**src/design/vfa_pkg.sv**
```systemverilog
`timescale 1ns / 1ps
// Shared types, widths, opcodes and saturation helper for the vector ALU.
// No dependencies; every other design file imports this package.
package vfa_pkg;

	localparam int FRAC_BITS = 16;
	localparam int W     = 32;
	localparam int PW    = 2 * W;
	localparam int SUMW  = PW + 2;
	localparam int ROOTW = SUMW / 2;
	localparam int REMW  = ROOTW + 2;
	localparam int QW    = FRAC_BITS + 1;
	localparam int DVW   = W + FRAC_BITS;
	localparam int DCW   = ROOTW + QW;
	localparam int LAT   = 4 + ROOTW + QW + 1;

	typedef enum logic [2:0] {
		OP_ADD   = 3'd0,
		OP_SUB   = 3'd1,
		OP_SCALE = 3'd2,
		OP_EQ    = 3'd3,
		OP_DOT   = 3'd4,
		OP_MAG   = 3'd5,
		OP_NORM  = 3'd6
	} opcode_t;

	localparam logic [1:0] ST_OK   = 2'd0;
	localparam logic [1:0] ST_SAT  = 2'd1;
	localparam logic [1:0] ST_ZERO = 2'd2;

	typedef struct packed {
		logic         hit;
		logic [W-1:0] val;
	} sat_t;

	typedef struct packed {
		opcode_t           op;
		logic [3:0][W-1:0] r;
		logic [W-1:0]      sc;
		logic              eq;
		logic [1:0]        st;
		logic [3:0]        neg;
		logic [3:0][W-1:0] mag;
	} item_t;

	function automatic sat_t sat_w(input logic signed [SUMW-1:0] v);
		sat_t s;
		s.hit = !((&v[SUMW-1:W-1]) || !(|v[SUMW-1:W-1]));
		s.val = s.hit ? (v[SUMW-1] ? {1'b1, {(W-1){1'b0}}} : {1'b0, {(W-1){1'b1}}})
			: v[W-1:0];
		return s;
	endfunction

endpackage

```
**src/design/vfa_merge.sv**
```systemverilog
`timescale 1ns / 1ps
// Registered adder tree that merges the four lane products into one sum.
// Depends on vfa_pkg.
module vfa_merge import vfa_pkg::*; (
	input  logic                   clk,
	input  logic signed [PW-1:0]   prod [4],
	output logic signed [SUMW-1:0] sum_s4
);

	logic signed [PW:0] pair_s3 [2];

	always_ff @(posedge clk) begin
		pair_s3[0] <= (PW+1)'(prod[0]) + (PW+1)'(prod[1]);
		pair_s3[1] <= (PW+1)'(prod[2]) + (PW+1)'(prod[3]);
		sum_s4     <= SUMW'(pair_s3[0]) + SUMW'(pair_s3[1]);
	end

endmodule

```
**config.mk**
```make
export PLATFORM = sky130hd
export DESIGN_NAME = vfa_merge
export DESIGN_NICKNAME = d
export VERILOG_FILES = /design/src/design/vfa_pkg.sv /design/src/design/vfa_merge.sv
export SDC_FILE = /design/constraint.sdc
export NUM_CORES = 1
export LEC_CHECK = 0
export BUFFER_PORTS_ARGS = -buffer_cell sky130_fd_sc_hd__buf_2
export CAP_MARGIN = 20
export CORE_MARGIN = 5
export CORE_UTILIZATION = 44
export DETAILED_ROUTE_END_ITERATION = 6
export PLACE_DENSITY = 0.67
export SETUP_SLACK_MARGIN = 0.02
export SYNTH_ARGS = -nofsm -noshare
export SYNTH_HDL_FRONTEND = slang
export SYNTH_SLANG_ARGS = --single-unit
export TNS_END_PERCENT = 30
```
**constraint.sdc**
```tcl
create_clock -name clk -period 5.85 [get_ports clk]
set_input_delay 0.2925 -clock clk [delete_from_list [all_inputs] [get_ports clk]]
set_output_delay 0.2925 -clock clk [all_outputs]
set_load 0.05 [all_outputs]
```
==> summary.txt <==
run status: complete, but fails checks
failing checks: DRC
GRT busiest layer: met2
H-tree Lvls: 4
Worst Path Arrival: 4.15 ns
Power per Cell Area: 419 nW/um^2
Worst-Margin Slew: 0.762 ns
Ant. Diodes: 0
Clock Latency Late Sink: 0.45 ns
Pins Over Slew Limit: 0
clk buf depth: 2
hold path start: prod[64]
gr ovfl total: 0
GR Layer Usage met1: 0.344
WHS Endpoint: pair_s3[0][65]$_DFF_P_
Seq/Total Area, Yosys: 0.266
total die area: 37300 sq um
relative slew slack: 0.487
Final Hold Vio Count: 0
slowest stage delay, CP: 0.38 ns
Worst Hold Path Cells: 2
Post-CTS Setup Inserts: 0
number of synthesized flops with an enable pin: 0
FF-to-FF End: sum_s4[58]$_DFF_P_
die height: 193 microns
TNS Setup: 0 ns
worst min path class: in -> reg
CTS Hold Bufs: 0
R2R cell count: 14
Final HPWL DP: 38400 microns
kind of critical path: reg -> reg
core area: 33400 sq um
sequential share of power: 0.275
mean post-synth cell area: 8.24 sq um
routed vias: 14300
Post-CTS Resized: 0
number of global-route vias before repair: 14000
first-pass GRT wire length: 72200 microns
Area Overhead vs Synth: 16.9%
Clock Skew: 0.0181 ns
CP Max Fanout: 3
total power: 7.23 mW
initial antenna violation count: 1
row count: 67
Synth cell types: 62
Final period util: 0.655
clock share of power: 0.159
met3 usage: 0.0313
P_sw: 3.46 mW
switching share of power: 0.479
most common cell after layout, fill and taps aside: buf_2
routed vias/inst: 5.66
CP Launch Type: flip-flop
Fillers: 3301
Syn Inst Count: 1794
most frequent cells in the layout: buf_2 (322), a21oi_1 (229), dfxtp_1 (196)
FF+latch count, synth: 196
DRC: 2
Synth Flop Type: dfxtp_1
Final setup violation count: 0
FF-to-FF Start: pair_s3[0][0]$_DFF_P_
IO Pins: 323
Int Pwr: 3.77 mW
Routability Congestion: 0.942
Leak Pwr: 8.18 nW
port buffer count: 322
TritonCTS Buffers: 17
asr flop ratio synth: 0
Comb pwr share: 0.566
CTS Sinks: 196
WL/cell: 18.0 microns
gr usage total: 0.232
fin crit period: 3.83 ns
largest net degree at the start of global routing: 19
wirelength, routed: 45400 microns
CTS clk-pin slew, worst paths: 0.07 ns
clk root buf: clkbuf_16
Max Cap Viol: 0
Die Span X: 193 microns
mapped cell area: 14800 sq um
post-synth net total: 2247
DRT Pass-1 Iters: 7
First DRT Iteration DRCs: 829
Peak supply drop: 0.372 mV
slowest CP cell: fa_1
WP data required: 6.17 ns
GR Util met2: 0.359
Layout Nets: 2520
reg2reg setup slack: 2.02 ns
initial core utilization: 0.443
Crit. End Element: flip-flop
YS warnings: 0
CTS tree: done
RSZ-0062 raised after global routing: no
crit-path cells: ha_1 -> inv_1 -> fa_1 -> nand2b_1 -> a211oi_1 -> o31ai_1 -> a311o_1 -> a211o_1 -> o21ai_2 -> a41oi_1 -> and4_1 -> o31ai_2 -> a221oi_1 -> xnor2_1
Max Freq: 261 MHz
DRT antenna net count: 0
ratio of cells with drive above 1 in the final layout: 0.185
how the worst max path moves through the flow:
stage | end | slack (ns) | cells after the start | start
after floorplan | sum_s4[58]$_DFF_P_ | 2.64 | 14 | pair_s3[0][0]$_DFF_P_
after global placement | pair_s3[0][119]$_DFF_P_ | 2.02 | 14 | prod[0]
after detailed placement | pair_s3[0][119]$_DFF_P_ | 1.94 | 14 | prod[0]
after CTS | sum_s4[58]$_DFF_P_ | 2.01 | 14 | pair_s3[0][0]$_DFF_P_
after global routing | sum_s4[58]$_DFF_P_ | 1.77 | 14 | pair_s3[0][0]$_DFF_P_
final | sum_s4[58]$_DFF_P_ | 2.02 | 14 | pair_s3[0][0]$_DFF_P_
cell type report:
class                      instances  area [sq um]  area share
multi-input combinational       1479         10400       0.603
sequential                       196          3920       0.227
timing repair buffer             322          1610      0.0933
tap                              448           561      0.0325
clock buffer                      20           467      0.0270
inverter                          51           191      0.0111
clock inverter                    12           110     0.00638
synth_stat cells (51+ instances only):
master	instances	area (sq um)
nand4_1	54	338
a21o_1	107	803
o21ai_0	110	551
xor2_1	82	718
nand2_1	146	548
inv_1	51	191
dfxtp_1	196	3920
a21oi_1	229	1150
clkbuf_1	65	244
xnor2_1	102	893
ha_1	193	2410
nor2_1	89	334
per-stage QoR:
step           setup WS, ns  hold WS (ns)  instances  utilization  area [sq um]
6_report               2.02        0.0727       2528        0.518         17300
2_1_floorplan          2.64         0.413       1794            -         14800
3_5_place_dp           1.94         0.457       2496        0.500         16700
3_3_place_gp           2.02         0.451       2496        0.500         16700
5_1_grt                1.77        0.0580       2528        0.518         17300
4_1_cts                2.01        0.0588       2528        0.518         17300
state kept, by name (all words and copies together) (netlist names):
signal / cells
pair_s3: 130
sum_s4: 66
worst max-delay path: cells and delay by family (launching register included):
kind,cells,cell delay [ns]
AO/OA/AOI/OAI,8,2.11
XOR/XNOR,1,0.14
adder cells (fa/ha/maj),2,0.57
buffers and inverters,1,0.06
flip-flops,1,0.32
AND/OR/NAND/NOR,2,0.50
power by group through the flow:
stage          Clock [mW]  Sequential (mW)  Combinational [mW]
4_1_cts              1.17             1.99                4.07
3_3_place_gp            0             2.01                4.04
3_5_place_dp            0             2.02                4.05
5_1_grt              1.23             2.03                4.46
2_1_floorplan           0             2.79                2.20
6_report             1.15             1.99                4.09
kinds of logic after synthesis:
| kind of cell | Yosys count | synth area share |
|---|---|---|
| AO/OA/AOI/OAI | 659 | 0.283 |
| buffers and inverters | 119 | 0.0303 |
| XOR/XNOR | 184 | 0.109 |
| AND/OR/NAND/NOR | 440 | 0.144 |
| adder cells (fa/ha/maj) | 196 | 0.167 |
| flip-flops | 196 | 0.266 |
per-layer routing:
metal / up-vias / wire length, microns / share of wire
li1: 7139 / - / -
met1: 6621 / 22400 / 0.49
met2: 499 / 19600 / 0.43
met3: 44 / 2720 / 0.060
met4: 0 / 683 / 0.015
met5: - / 0 / 0
Note: power is estimated with default switching activity, not from simulation.
