`src/design/vfa_pkg.sv`:
```
`timescale 1ns / 1ps
// Shared types, widths, opcodes and saturation helper for the vector ALU.
// No dependencies; every other design file imports this package.
package vfa_pkg;

	localparam int FRAC_BITS = 16;
	localparam int W     = 32;
	localparam int PW    = 2 * W;
	localparam int SUMW  = PW + 2;
	localparam int ROOTW = SUMW / 2;
	localparam int REMW  = ROOTW + 2;
	localparam int QW    = FRAC_BITS + 1;
	localparam int DVW   = W + FRAC_BITS;
	localparam int DCW   = ROOTW + QW;
	localparam int LAT   = 4 + ROOTW + QW + 1;

	typedef enum logic [2:0] {
		OP_ADD   = 3'd0,
		OP_SUB   = 3'd1,
		OP_SCALE = 3'd2,
		OP_EQ    = 3'd3,
		OP_DOT   = 3'd4,
		OP_MAG   = 3'd5,
		OP_NORM  = 3'd6
	} opcode_t;

	localparam logic [1:0] ST_OK   = 2'd0;
	localparam logic [1:0] ST_SAT  = 2'd1;
	localparam logic [1:0] ST_ZERO = 2'd2;

	typedef struct packed {
		logic         hit;
		logic [W-1:0] val;
	} sat_t;

	typedef struct packed {
		opcode_t           op;
		logic [3:0][W-1:0] r;
		logic [W-1:0]      sc;
		logic              eq;
		logic [1:0]        st;
		logic [3:0]        neg;
		logic [3:0][W-1:0] mag;
	} item_t;

	function automatic sat_t sat_w(input logic signed [SUMW-1:0] v);
		sat_t s;
		s.hit = !((&v[SUMW-1:W-1]) || !(|v[SUMW-1:W-1]));
		s.val = s.hit ? (v[SUMW-1] ? {1'b1, {(W-1){1'b0}}} : {1'b0, {(W-1){1'b1}}})
			: v[W-1:0];
		return s;
	endfunction

endpackage

```
`src/design/vfa_lane.sv`:
```
`timescale 1ns / 1ps
// One component lane: shared multiplier, add/sub, scale, compare and abs value.
// Depends on vfa_pkg.
module vfa_lane import vfa_pkg::*; (
	input  logic                  clk,
	input  opcode_t               op,
	input  logic signed [W-1:0]   a,
	input  logic signed [W-1:0]   b,
	input  logic signed [W-1:0]   f,
	output logic signed [PW-1:0]  prod_s2,
	output sat_t                  addsub_s3,
	output sat_t                  scale_s3,
	output logic                  eq_s3,
	output logic                  neg_s3,
	output logic [W-1:0]          mag_s3
);

	logic signed [W-1:0]    mb;
	logic signed [W:0]      as_c;
	logic [W-1:0]           abs_c;
	sat_t                   addsub_s2;
	logic                   eq_s2;
	logic                   neg_s2;
	logic [W-1:0]           mag_s2;
	logic signed [SUMW-1:0] pext;

	always_comb begin
		case (op) inside
			OP_SCALE:        mb = f;
			OP_MAG, OP_NORM: mb = a;
			default:         mb = b;
		endcase
	end

	assign as_c  = (op == OP_SUB) ? ({a[W-1], a} - {b[W-1], b}) : ({a[W-1], a} + {b[W-1], b});
	assign abs_c = a[W-1] ? (~a + 1'b1) : a;
	assign pext  = SUMW'(prod_s2);

	always_ff @(posedge clk) begin
		prod_s2   <= a * mb;
		addsub_s2 <= sat_w({{(SUMW-W-1){as_c[W]}}, as_c});
		eq_s2     <= (a == b);
		neg_s2    <= a[W-1];
		mag_s2    <= abs_c;
	end

	always_ff @(posedge clk) begin
		addsub_s3 <= addsub_s2;
		scale_s3  <= sat_w(pext >>> FRAC_BITS);
		eq_s3     <= eq_s2;
		neg_s3    <= neg_s2;
		mag_s3    <= mag_s2;
	end

endmodule

```
`config.mk`:
```
export PLATFORM = sky130hd
export DESIGN_NAME = vfa_lane
export DESIGN_NICKNAME = d
export VERILOG_FILES = /design/src/design/vfa_pkg.sv /design/src/design/vfa_lane.sv
export SDC_FILE = /design/constraint.sdc
export NUM_CORES = 2
export LEC_CHECK = 0
export ABC_AREA = 1
export ABC_CLOCK_PERIOD_IN_PS = 17700
export BUFFER_PORTS_ARGS = -buffer_cell sky130_fd_sc_hd__buf_4
export CAP_MARGIN = 5
export CORE_ASPECT_RATIO = 1.25
export CORE_UTILIZATION = 28
export CTS_CLUSTER_SIZE = 40
export DETAILED_ROUTE_END_ITERATION = 10
export PLACE_DENSITY_LB_ADDON = 0.08
export RECOVER_POWER = 25
export SKIP_CTS_REPAIR_TIMING = 1
export SYNTH_ARGS = -nofsm -noshare
export SYNTH_HDL_FRONTEND = slang
export SYNTH_SLANG_ARGS = --single-unit
export TNS_END_PERCENT = 30
```
`constraint.sdc`:
```
create_clock -name clk -period 17.7 [get_ports clk]
set_clock_uncertainty 0.05 [all_clocks]
set_input_delay 1.77 -clock clk [delete_from_list [all_inputs] [get_ports clk]]
set_output_delay 1.77 -clock clk [all_outputs]
set_load 0.02 [all_outputs]
```
==> qor.csv <==
metric;value;unit
synth_async_sr_flop_share;0;%
final_cell_count_no_fill;8287;
place.detailed.hpwl;166900;um
gp_congestion;0.9391;
clk_latency;590;ps
pre_cts_slack;5455;ps
ant_nets;0;
crit_path_end_kind;register;
multi_input_area;36890;um^2
die_area;172000;um^2
drive_gt1_share;7.642;%
syn_inst;5916;
hold_depth;0;
cts_tree;done;
cap_violations;2;
synth.net_count;7349;
required;18090;ps
cts_root_buffer;clkbuf_16;
core;169400;um^2
routed_via_density;4.676;
hold_class;reg2reg;
layout.nets;7470;
clk_pin_slew;60;ps
synth-seq-cells;231;
cp_max_fo;28;
hold_path.startpoint;mag_s2[28];
yosysWarnings;0;
crit_buf_inv;8;
violations;capacitance limit, slew limit;
antenna_found_initial;3;
synth_edf_count;0;
tightest_slew;1770;ps
avgSynthCellArea;8.061;um^2
cpLargestDelayFamily;adder cells;
timing.final.ws_setup;5996;ps
via_count;38750;
clk_path_buf_depth;3;
wirelength;200200;um
setup_viol;0;
port_buffers;263;
slowest_delay;1090;ps
cp_common_cell;fa_1;
netlist_area;47690;um^2
timing.rr.start;prod_s2[59];
synth_top_flop_cell;dfxtp_1;
grt_overflow;0;
synth_area_leaders;fa_1, inv_1, nand2_1;
ios;264;
fillers;18350;
dpl.cell_count;8230;
crit_path_cell_trace;clkbuf_1, clkinv_1, buf_4, buf_4, nor2_1, fa_1, inv_1, fa_1, inv_1, fa_1, fa_1, inv_1, fa_1, inv_1, fa_1, fa_1, fa_1, ha_1, a21o_1, a31oi_1, o21ai_0, a21oi_1, nand3_1, xor2_1;
grt_start_max_net_pins;65;
slew_headroom;-17.99;%
final-hold-violation-count;0;
htreeDepth;1;
period_share;66.12;%
rsz0062_at_grt;false;
die_h;463.4;um
die_w;371.1;um
synthDistinctLibCells;48;
start_kind;input port;
clock-sinks;231;
wl_per_cell;24.16;um
drv_slew;47;
status;complete, but fails checks;
drt_iter0_markers;2283;
critical_path_depth;24;
row_count;169;
ys_seq_area_share;9.697;%
regArea;4624;um^2
post-route-min-period;11700;ps
r2r.worst_path.cells;7;
start_util;28.16;%
first_pass_iters;5;
cp.arrival;12090;ps
clock.fmax;85.44;MHz
synth_largest_area_cell;fa_1;
area_growth;10.72;%
grt_pass1_wl;297000;um
grt_pass1_vias;42560;
crit_slowest_cell;clkbuf_1;
worst-setup-path-type;in2reg;
finalSetupTns;0;ps
grtUsageTotal;23.79;%
synth_top_area_share;45.51;%
numCtsBuffers;28;
drc_errors;0;
startpoint;a[31];
## synth_stat cells, types with 15 or more instances
library cell and n:
a21oi_1 155, buf_2 90, clkbuf_1 131, clkinv_1 15, dfxtp_1 231, fa_1 1084
ha_1 249, inv_1 1329, inv_2 34, nand2_1 1293, nand3_1 111, nand4_1 30
nor2_1 741, nor3_1 24, nor4_1 16, o211ai_1 34, o21ai_0 97, o21bai_1 30
or2_2 30, xnor2_1 16, xor2_1 96
## sequential cells by signal (all words and copies together), names as in the netlist
signal / flops
scale_s3: 33
addsub_s2: 33
eq_s2: 1
prod_s2: 64
mag_s2: 32
neg_s2: 1
addsub_s3: 33
mag_s3: 32
eq_s3: 1
neg_s3: 1
## per-layer routing
metal / vias to the layer above / global-route usage, % / routed length, um
met5: - / 0 / 0
met4: 0 / 7.258 / 7269
met3: 247 / 1.995 / 7417
met2: 1014 / 41.19 / 98960
met1: 20130 / 31.21 / 86590
li1: 17360 / - / -
## worst register-to-register path, cell delays in order, from the launching register on
cell and delay [ps]:
dfxtp_1 450, nand3_1 100, nor4_1 320, nand4_1 120, nand2_1 90, clkbuf_1 1080, or2_0 1400, nand2_1 110
## through the flow
stage                     cell area [um^2]  util [%]  hold slack (ps)
after floorplan                      47690         -            259.6
after global placement               51890     30.64            260.5
after detailed placement             51890     30.64            262.1
after CTS                            52800     31.17            269.4
after global routing                 52790     31.17            266.1
final                                52800     31.17            267.9
## cell families after synthesis
family	Yosys count	synth area share (%)
DFF	231	9.697
muxes	1	0.02099
adders and majority gates	1333	52.04
AOI/OAI and AO/OA	348	4.164
buffers and inverters	1609	12.99
and+or+nand+nor	2282	19.03
xor gates and xnor gates	112	2.057
## cells in the final DEF (no fill, tap or decap), types with 3 or more instances in the layout
cell | synthesis | layout
clkbuf_8 | 0 | 4
a21oi_1 | 155 | 155
xor2_1 | 96 | 96
nor2_2 | 9 | 9
a31oi_1 | 7 | 7
nor3_2 | 5 | 5
xnor2_1 | 16 | 16
a21o_1 | 6 | 6
clkbuf_16 | 0 | 28
o211ai_1 | 34 | 34
o21ai_0 | 97 | 97
inv_2 | 34 | 34
or2_2 | 30 | 29
nand4_1 | 30 | 30
nor2_1 | 741 | 740
ha_1 | 249 | 249
dfxtp_1 | 231 | 231
and3_1 | 5 | 5
buf_4 | 5 | 319
inv_1 | 1329 | 1329
clkinv_1 | 15 | 15
diode_2 | 0 | 5
clkbuf_1 | 131 | 11
nor3_1 | 24 | 24
o21ai_2 | 6 | 7
nand2_1 | 1293 | 1292
nand2_2 | 4 | 5
fa_1 | 1084 | 1084
o21bai_1 | 30 | 30
nor4_1 | 16 | 16
and2_1 | 3 | 3
nand3_1 | 111 | 111
o21a_1 | 5 | 5
clkinv_2 | 0 | 6
nand3_2 | 4 | 4
## final cells by class
type / count / area share, %
Clock buffer: 40 / 1.488
Tap cell: 2223 / 5.268
Clock inverter: 12 / 0.2299
Antenna cell: 5 / 0.02370
Sequential cell: 231 / 8.759
Inverter: 1378 / 9.797
Multi-Input combinational cell: 4076 / 69.88
Timing Repair Buffer: 322 / 4.557
## path summary, 6_finish.rpt
path,end,slack [ps]
worst max-delay path,prod_s2[48],6000
worst min-delay path,mag_s3[28],270
worst max register to register,scale_s3[26],13780
worst min register to register,mag_s3[28],270
Power is not shown: default switching activity piles up to over one toggle a cycle in this logic, so the estimate is an artifact.
