===== src/design/vfa_pkg.sv =====
`timescale 1ns / 1ps
// Shared types, widths, opcodes and saturation helper for the vector ALU.
// No dependencies; every other design file imports this package.
package vfa_pkg;

	localparam int FRAC_BITS = 16;
	localparam int W     = 32;
	localparam int PW    = 2 * W;
	localparam int SUMW  = PW + 2;
	localparam int ROOTW = SUMW / 2;
	localparam int REMW  = ROOTW + 2;
	localparam int QW    = FRAC_BITS + 1;
	localparam int DVW   = W + FRAC_BITS;
	localparam int DCW   = ROOTW + QW;
	localparam int LAT   = 4 + ROOTW + QW + 1;

	typedef enum logic [2:0] {
		OP_ADD   = 3'd0,
		OP_SUB   = 3'd1,
		OP_SCALE = 3'd2,
		OP_EQ    = 3'd3,
		OP_DOT   = 3'd4,
		OP_MAG   = 3'd5,
		OP_NORM  = 3'd6
	} opcode_t;

	localparam logic [1:0] ST_OK   = 2'd0;
	localparam logic [1:0] ST_SAT  = 2'd1;
	localparam logic [1:0] ST_ZERO = 2'd2;

	typedef struct packed {
		logic         hit;
		logic [W-1:0] val;
	} sat_t;

	typedef struct packed {
		opcode_t           op;
		logic [3:0][W-1:0] r;
		logic [W-1:0]      sc;
		logic              eq;
		logic [1:0]        st;
		logic [3:0]        neg;
		logic [3:0][W-1:0] mag;
	} item_t;

	function automatic sat_t sat_w(input logic signed [SUMW-1:0] v);
		sat_t s;
		s.hit = !((&v[SUMW-1:W-1]) || !(|v[SUMW-1:W-1]));
		s.val = s.hit ? (v[SUMW-1] ? {1'b1, {(W-1){1'b0}}} : {1'b0, {(W-1){1'b1}}})
			: v[W-1:0];
		return s;
	endfunction

endpackage


===== src/design/vfa_div.sv =====
`timescale 1ns / 1ps
// Pipelined restoring divider for one component, one quotient bit per stage.
// Depends on vfa_pkg.
module vfa_div import vfa_pkg::*; (
	input  logic             clk,
	input  logic [W-1:0]     mag,
	input  logic [ROOTW-1:0] dsr,
	output logic [QW-1:0]    quo
);

	logic [DVW-1:0]   rem_q [QW];
	logic [ROOTW-1:0] d_q   [QW];
	logic [QW-1:0]    q_q   [QW];

	for (genvar k = 0; k < QW; k++) begin : g_stage
		logic [DVW-1:0]   rem_in;
		logic [ROOTW-1:0] d_in;
		logic [QW-1:0]    q_in;
		logic [DCW-1:0]   sh;

		if (k == 0) begin : g_first
			assign rem_in = {mag, {FRAC_BITS{1'b0}}};
			assign d_in   = dsr;
			assign q_in   = '0;
		end else begin : g_next
			assign rem_in = rem_q[k-1];
			assign d_in   = d_q[k-1];
			assign q_in   = q_q[k-1];
		end

		assign sh = DCW'(d_in) << (QW - 1 - k);

		always_ff @(posedge clk) begin
			d_q[k] <= d_in;
			if (DCW'(rem_in) >= sh) begin
				rem_q[k] <= rem_in - sh[DVW-1:0];
				q_q[k]   <= {q_in[QW-2:0], 1'b1};
			end else begin
				rem_q[k] <= rem_in;
				q_q[k]   <= {q_in[QW-2:0], 1'b0};
			end
		end
	end

	assign quo = q_q[QW-1];

endmodule


===== config.mk =====
export PLATFORM = sky130hd
export DESIGN_NAME = vfa_div
export DESIGN_NICKNAME = d
export VERILOG_FILES = /design/src/design/vfa_pkg.sv /design/src/design/vfa_div.sv
export SDC_FILE = /design/constraint.sdc
export NUM_CORES = 2
export LEC_CHECK = 0
export BUFFER_PORTS_ARGS = -buffer_cell sky130_fd_sc_hd__buf_4
export CAP_MARGIN = 10
export CORE_MARGIN = 2
export CORE_UTILIZATION = 35
export DETAILED_ROUTE_END_ITERATION = 12
export HOLD_SLACK_MARGIN = 0.08
export SLEW_MARGIN = 20
export SYNTH_ARGS = -nofsm -noshare
export SYNTH_HDL_FRONTEND = slang
export SYNTH_SLANG_ARGS = --single-unit

===== constraint.sdc =====
create_clock -name clk -period 4.4 [get_ports clk]
set_input_delay 0.88 -clock clk [delete_from_list [all_inputs] [get_ports clk]]
set_output_delay 0.88 -clock clk [all_outputs]
set_load 0.05 [all_outputs]

==> metrics.txt <==
# TYPE chip_impl_metric gauge
chip_impl_metric{name="io_pins",unit=""} 83
chip_impl_metric{name="timing.setup.tns",unit="ns"} 0
chip_impl_metric{name="clock_insertion_delay_worst_skew",unit="ns"} 0.79
chip_impl_metric{name="synth.distinct_cells",unit=""} 103
chip_impl_info{name="worstPathCellList",value="inv_1, ha_1, o21ai_1, a21oi_1, o41ai_1, buf_4, a21oi_1, a31oi_1, o21ai_1, a31oi_4, or4_1, o21ai_1, o21ai_1"} 1
chip_impl_metric{name="maximum_number_of_pins_on_one_net_before_global_route_repair",unit=""} 68
chip_impl_metric{name="critPathArrivalTime",unit="ns"} 4.62
chip_impl_metric{name="postCtsSetupBuffers",unit=""} 0
chip_impl_metric{name="ys_seq_elements",unit=""} 1313
chip_impl_metric{name="report.final.hold_viol_count",unit=""} 0
chip_impl_metric{name="vias",unit=""} 50845
chip_impl_metric{name="fillers",unit=""} 18183
chip_impl_metric{name="global_route.overflow_total",unit=""} 0
chip_impl_metric{name="synthCells",unit=""} 7391
chip_impl_info{name="rsz0062_at_grt",value="no"} 1
chip_impl_metric{name="detail_route.wirelength",unit="um"} 165000
chip_impl_metric{name="drt.antenna.violating_nets",unit=""} 0
chip_impl_metric{name="worst_path_required",unit="ns"} 5.06
chip_impl_metric{name="count_of_flip_flops_with_a_built_in_enable_after_synthesis",unit=""} 0
chip_impl_metric{name="gr-usage-all-layers",unit="%"} 17.3
chip_impl_metric{name="p_total",unit="uW"} 57800
chip_impl_metric{name="cts_num_sinks",unit=""} 1313
chip_impl_info{name="critPathKind",value="flip-flop to flip-flop"} 1
chip_impl_metric{name="final_min_period_over_clock_period",unit="%"} 90.1
chip_impl_metric{name="swShare",unit="%"} 39.2
chip_impl_metric{name="routed_wire_length_per_instance",unit="um"} 16.4
chip_impl_metric{name="syn-mean-instance-area",unit="um^2"} 8.77
chip_impl_info{name="cpMostUsedCell",value="sky130_fd_sc_hd__o21ai_1"} 1
chip_impl_metric{name="critical-path-max-stage-delay",unit="ns"} 0.55
chip_impl_metric{name="clkPwrFrac",unit="%"} 22.4
chip_impl_metric{name="peakVddDrop",unit="V"} 0.000373
chip_impl_metric{name="die_width",unit="um"} 434
chip_impl_metric{name="synth.cell_area",unit="um^2"} 64800
chip_impl_metric{name="static-leakage-power",unit="uW"} 0.0330
chip_impl_metric{name="cts_hold_repair.buffers",unit=""} 0
chip_impl_metric{name="drt_pass1_iterations",unit=""} 5
chip_impl_metric{name="initial_standard_cell_utilization_of_the_core",unit="%"} 35.3
chip_impl_metric{name="number_of_pins_exceeding_their_max_slew_limit_in_the_final_report",unit=""} 0
chip_impl_metric{name="cp_max_fo",unit=""} 26
chip_impl_metric{name="synth_warnings",unit=""} 0
chip_impl_metric{name="globalplace.congestion",unit=""} 0.968
chip_impl_metric{name="via_count_of_the_first_global_routing_pass",unit=""} 51158
chip_impl_metric{name="cts_made_buffers",unit=""} 147
chip_impl_metric{name="syn2layout_area_growth",unit="%"} 13.6
chip_impl_metric{name="dieHeight",unit="um"} 434
chip_impl_metric{name="skew",unit="ns"} 0.0358
chip_impl_info{name="synth_flop_cell",value="sky130_fd_sc_hd__dfxtp_1"} 1
chip_impl_metric{name="hold_slack",unit="ns"} 0.206
chip_impl_metric{name="core_area",unit="um^2"} 184000
chip_impl_metric{name="clockBufferDepth",unit=""} 3
chip_impl_metric{name="finalNetCount",unit=""} 8116
chip_impl_metric{name="htree_num_levels",unit=""} 4
chip_impl_metric{name="via_per_inst",unit=""} 5.05
chip_impl_metric{name="detail_route.drc_violations",unit=""} 0
chip_impl_info{name="cts_tree",value="yes"} 1
chip_impl_metric{name="power-per-cell-area",unit="nW/um^2"} 785
chip_impl_info{name="mostFrequentLayoutCells",value="1313 x sky130_fd_sc_hd__dfxtp_1, 732 x sky130_fd_sc_hd__a21oi_1, 709 x sky130_fd_sc_hd__inv_1, 559 x sky130_fd_sc_hd__ha_1, 517 x sky130_fd_sc_hd__nand2_1"} 1
chip_impl_metric{name="share_comb_of_total_power",unit="%"} 46.5
chip_impl_metric{name="power.internal",unit="uW"} 35200
chip_impl_metric{name="finalSetupViolations",unit=""} 0
chip_impl_info{name="cpMaxStageDelayCell",value="sky130_fd_sc_hd__or4_1"} 1
chip_impl_metric{name="grt_pass1_wl",unit="um"} 263000
chip_impl_info{name="path_type_of_the_worst_min_delay_path",value="primary input to flip-flop"} 1
chip_impl_metric{name="cts_resized",unit=""} 0
chip_impl_metric{name="power.share.sequential",unit="%"} 31.1
chip_impl_info{name="critical_path.startpoint_type",value="flip-flop"} 1
chip_impl_metric{name="slew_at_the_pin_with_the_worst_max_slew_slack",unit="ns"} 1.11
chip_impl_info{name="critPathCaptureType",value="flip-flop"} 1
chip_impl_metric{name="period_needed",unit="ns"} 3.96
chip_impl_metric{name="timing.slew.headroom",unit="%"} 25.7
chip_impl_metric{name="synth.net_count",unit=""} 8032
chip_impl_metric{name="grt_antenna_before_repair",unit=""} 1
chip_impl_info{name="mostFrequentLayoutCell",value="sky130_fd_sc_hd__dfxtp_1"} 1
chip_impl_info{name="cts.root.buffer_cell",value="sky130_fd_sc_hd__clkbuf_16"} 1
chip_impl_metric{name="max_cap_violations",unit=""} 0
chip_impl_metric{name="timing.fmax",unit="GHz"} 0.252
chip_impl_metric{name="place_hpwl",unit="um"} 131000
chip_impl_metric{name="ys_seq_area_share",unit="%"} 40.5
chip_impl_metric{name="synth_async_sr_flop_share",unit="%"} 0
chip_impl_metric{name="detail_route.iter0.violations",unit=""} 2548
chip_impl_info{name="run_status",value="finished clean"} 1
chip_impl_metric{name="port_buffers",unit=""} 82
chip_impl_metric{name="clock_edge_transition_at_the_registers_on_the_reported_setup_and_hold_paths",unit="ns"} 0.06
chip_impl_metric{name="p_sw",unit="uW"} 22700
chip_impl_metric{name="drive_gt1_share",unit="%"} 6.52
chip_impl_metric{name="number_of_core_rows",unit=""} 157
chip_impl_metric{name="die-area",unit="um^2"} 189000
-- power groups by stage --
stage / combinational (uW) / clock, uW / sequential (uW)
6_report: 26900 / 13000 / 18000
5_1_grt: 30000 / 13800 / 18400
4_1_cts: 26700 / 13300 / 18000
3_5_place_dp: 26500 / 0 / 18200
3_3_place_gp: 26200 / 0 / 18200
2_1_floorplan: 20700 / 0 / 17300
-- sequential cells by signal (all words and copies together), names as in the netlist --
signal	cells
q_q	153
d_q	528
rem_q	632
-- worst paths after layout --
path                    start           end  slack [ns]  depth (start not counted)
hold reg to reg    q_q[11][0]    q_q[12][1]        0.32                          0
hold / removal        dsr[31]    d_q[0][31]        0.21                          1
setup / recovery  d_q[0][200]  rem_q[7][47]        0.44                         13
setup reg to reg  d_q[0][200]  rem_q[7][47]        0.44                         13
-- synthesized netlist by cell type, drive strengths merged (19+ instances only) --
| master | number | area (um^2) |
|---|---|---|
| dfxtp | 1313 | 26300 |
| a21oi | 735 | 3680 |
| inv | 713 | 2680 |
| ha | 559 | 6990 |
| nand2 | 518 | 1940 |
| nor2 | 513 | 1930 |
| o21ai | 509 | 2550 |
| xnor2 | 312 | 2740 |
| a21o | 273 | 2050 |
| xor2 | 243 | 2130 |
| clkbuf | 166 | 623 |
| nand3 | 136 | 686 |
| nor3 | 112 | 561 |
| nand4 | 109 | 682 |
| mux2 | 105 | 1190 |
| nand2b | 102 | 638 |
| o21bai | 77 | 578 |
| o21a | 74 | 556 |
| nor2b | 65 | 407 |
| a211oi | 57 | 448 |
| a31oi | 53 | 332 |
| buf | 50 | 243 |
| and3 | 49 | 307 |
| nor4 | 48 | 300 |
| o211ai | 43 | 328 |
| o31ai | 42 | 353 |
| or3 | 39 | 249 |
| and2 | 38 | 240 |
| or2 | 20 | 125 |
| a21boi | 19 | 143 |
| or4 | 19 | 143 |
-- area by class of cell --
| type | instances | area (um^2) | area share (%) |
|---|---|---|---|
| multi-input combinational | 5149 | 35100 | 47.7 |
| sequential | 1313 | 26300 | 35.7 |
| clock buffer | 198 | 4210 | 5.71 |
| tap | 2464 | 3080 | 4.18 |
| inverter | 713 | 2680 | 3.63 |
| timing repair buffer | 151 | 1260 | 1.71 |
| clock inverter | 73 | 1020 | 1.39 |
| antenna | 2 | 5.00 | 0.00679 |
-- layer usage --
layer  global-route usage [%]  up-vias  wire [um]
met5                        0        -          0
met4                     9.33        0       9140
met3                     2.41      460       5170
met2                     33.2     1120      85600
met1                     17.9    23409      64600
li1                         -    25856          -
-- cells by family after synthesis --
| group | count (synthesis) | share of synthesized area (%) |
|---|---|---|
| adders and majority gates | 575 | 11.3 |
| buffers and inverters | 929 | 5.46 |
| DFF | 1313 | 40.5 |
| AOI/OAI and AO/OA | 2073 | 19.7 |
| and+or+nand+nor | 1837 | 13.6 |
| muxes | 109 | 1.89 |
| xor gates and xnor gates | 555 | 7.51 |
-- critical path, delay by kind of cell (launching register included) --
kind	cells	cell delay (ns)
AO/OA/AOI/OAI	9	2.37
AND/OR/NAND/NOR	1	0.55
flip-flops	1	0.33
buffers and inverters	2	0.21
adder cells (fa/ha/maj)	1	0.38
-- through the flow --
step	instances	util, %	worst slack (ns)	cell area [um^2]
finish	10063	40.1	0.437	73700
global route	10062	40.1	0.238	73700
CTS	10061	40.1	0.433	73700
detailed placement	9790	37.3	0.395	68400
global placement	9790	37.3	0.434	68400
floorplan	7391	-	1.01	64800
(Power assumes the default switching activity.)
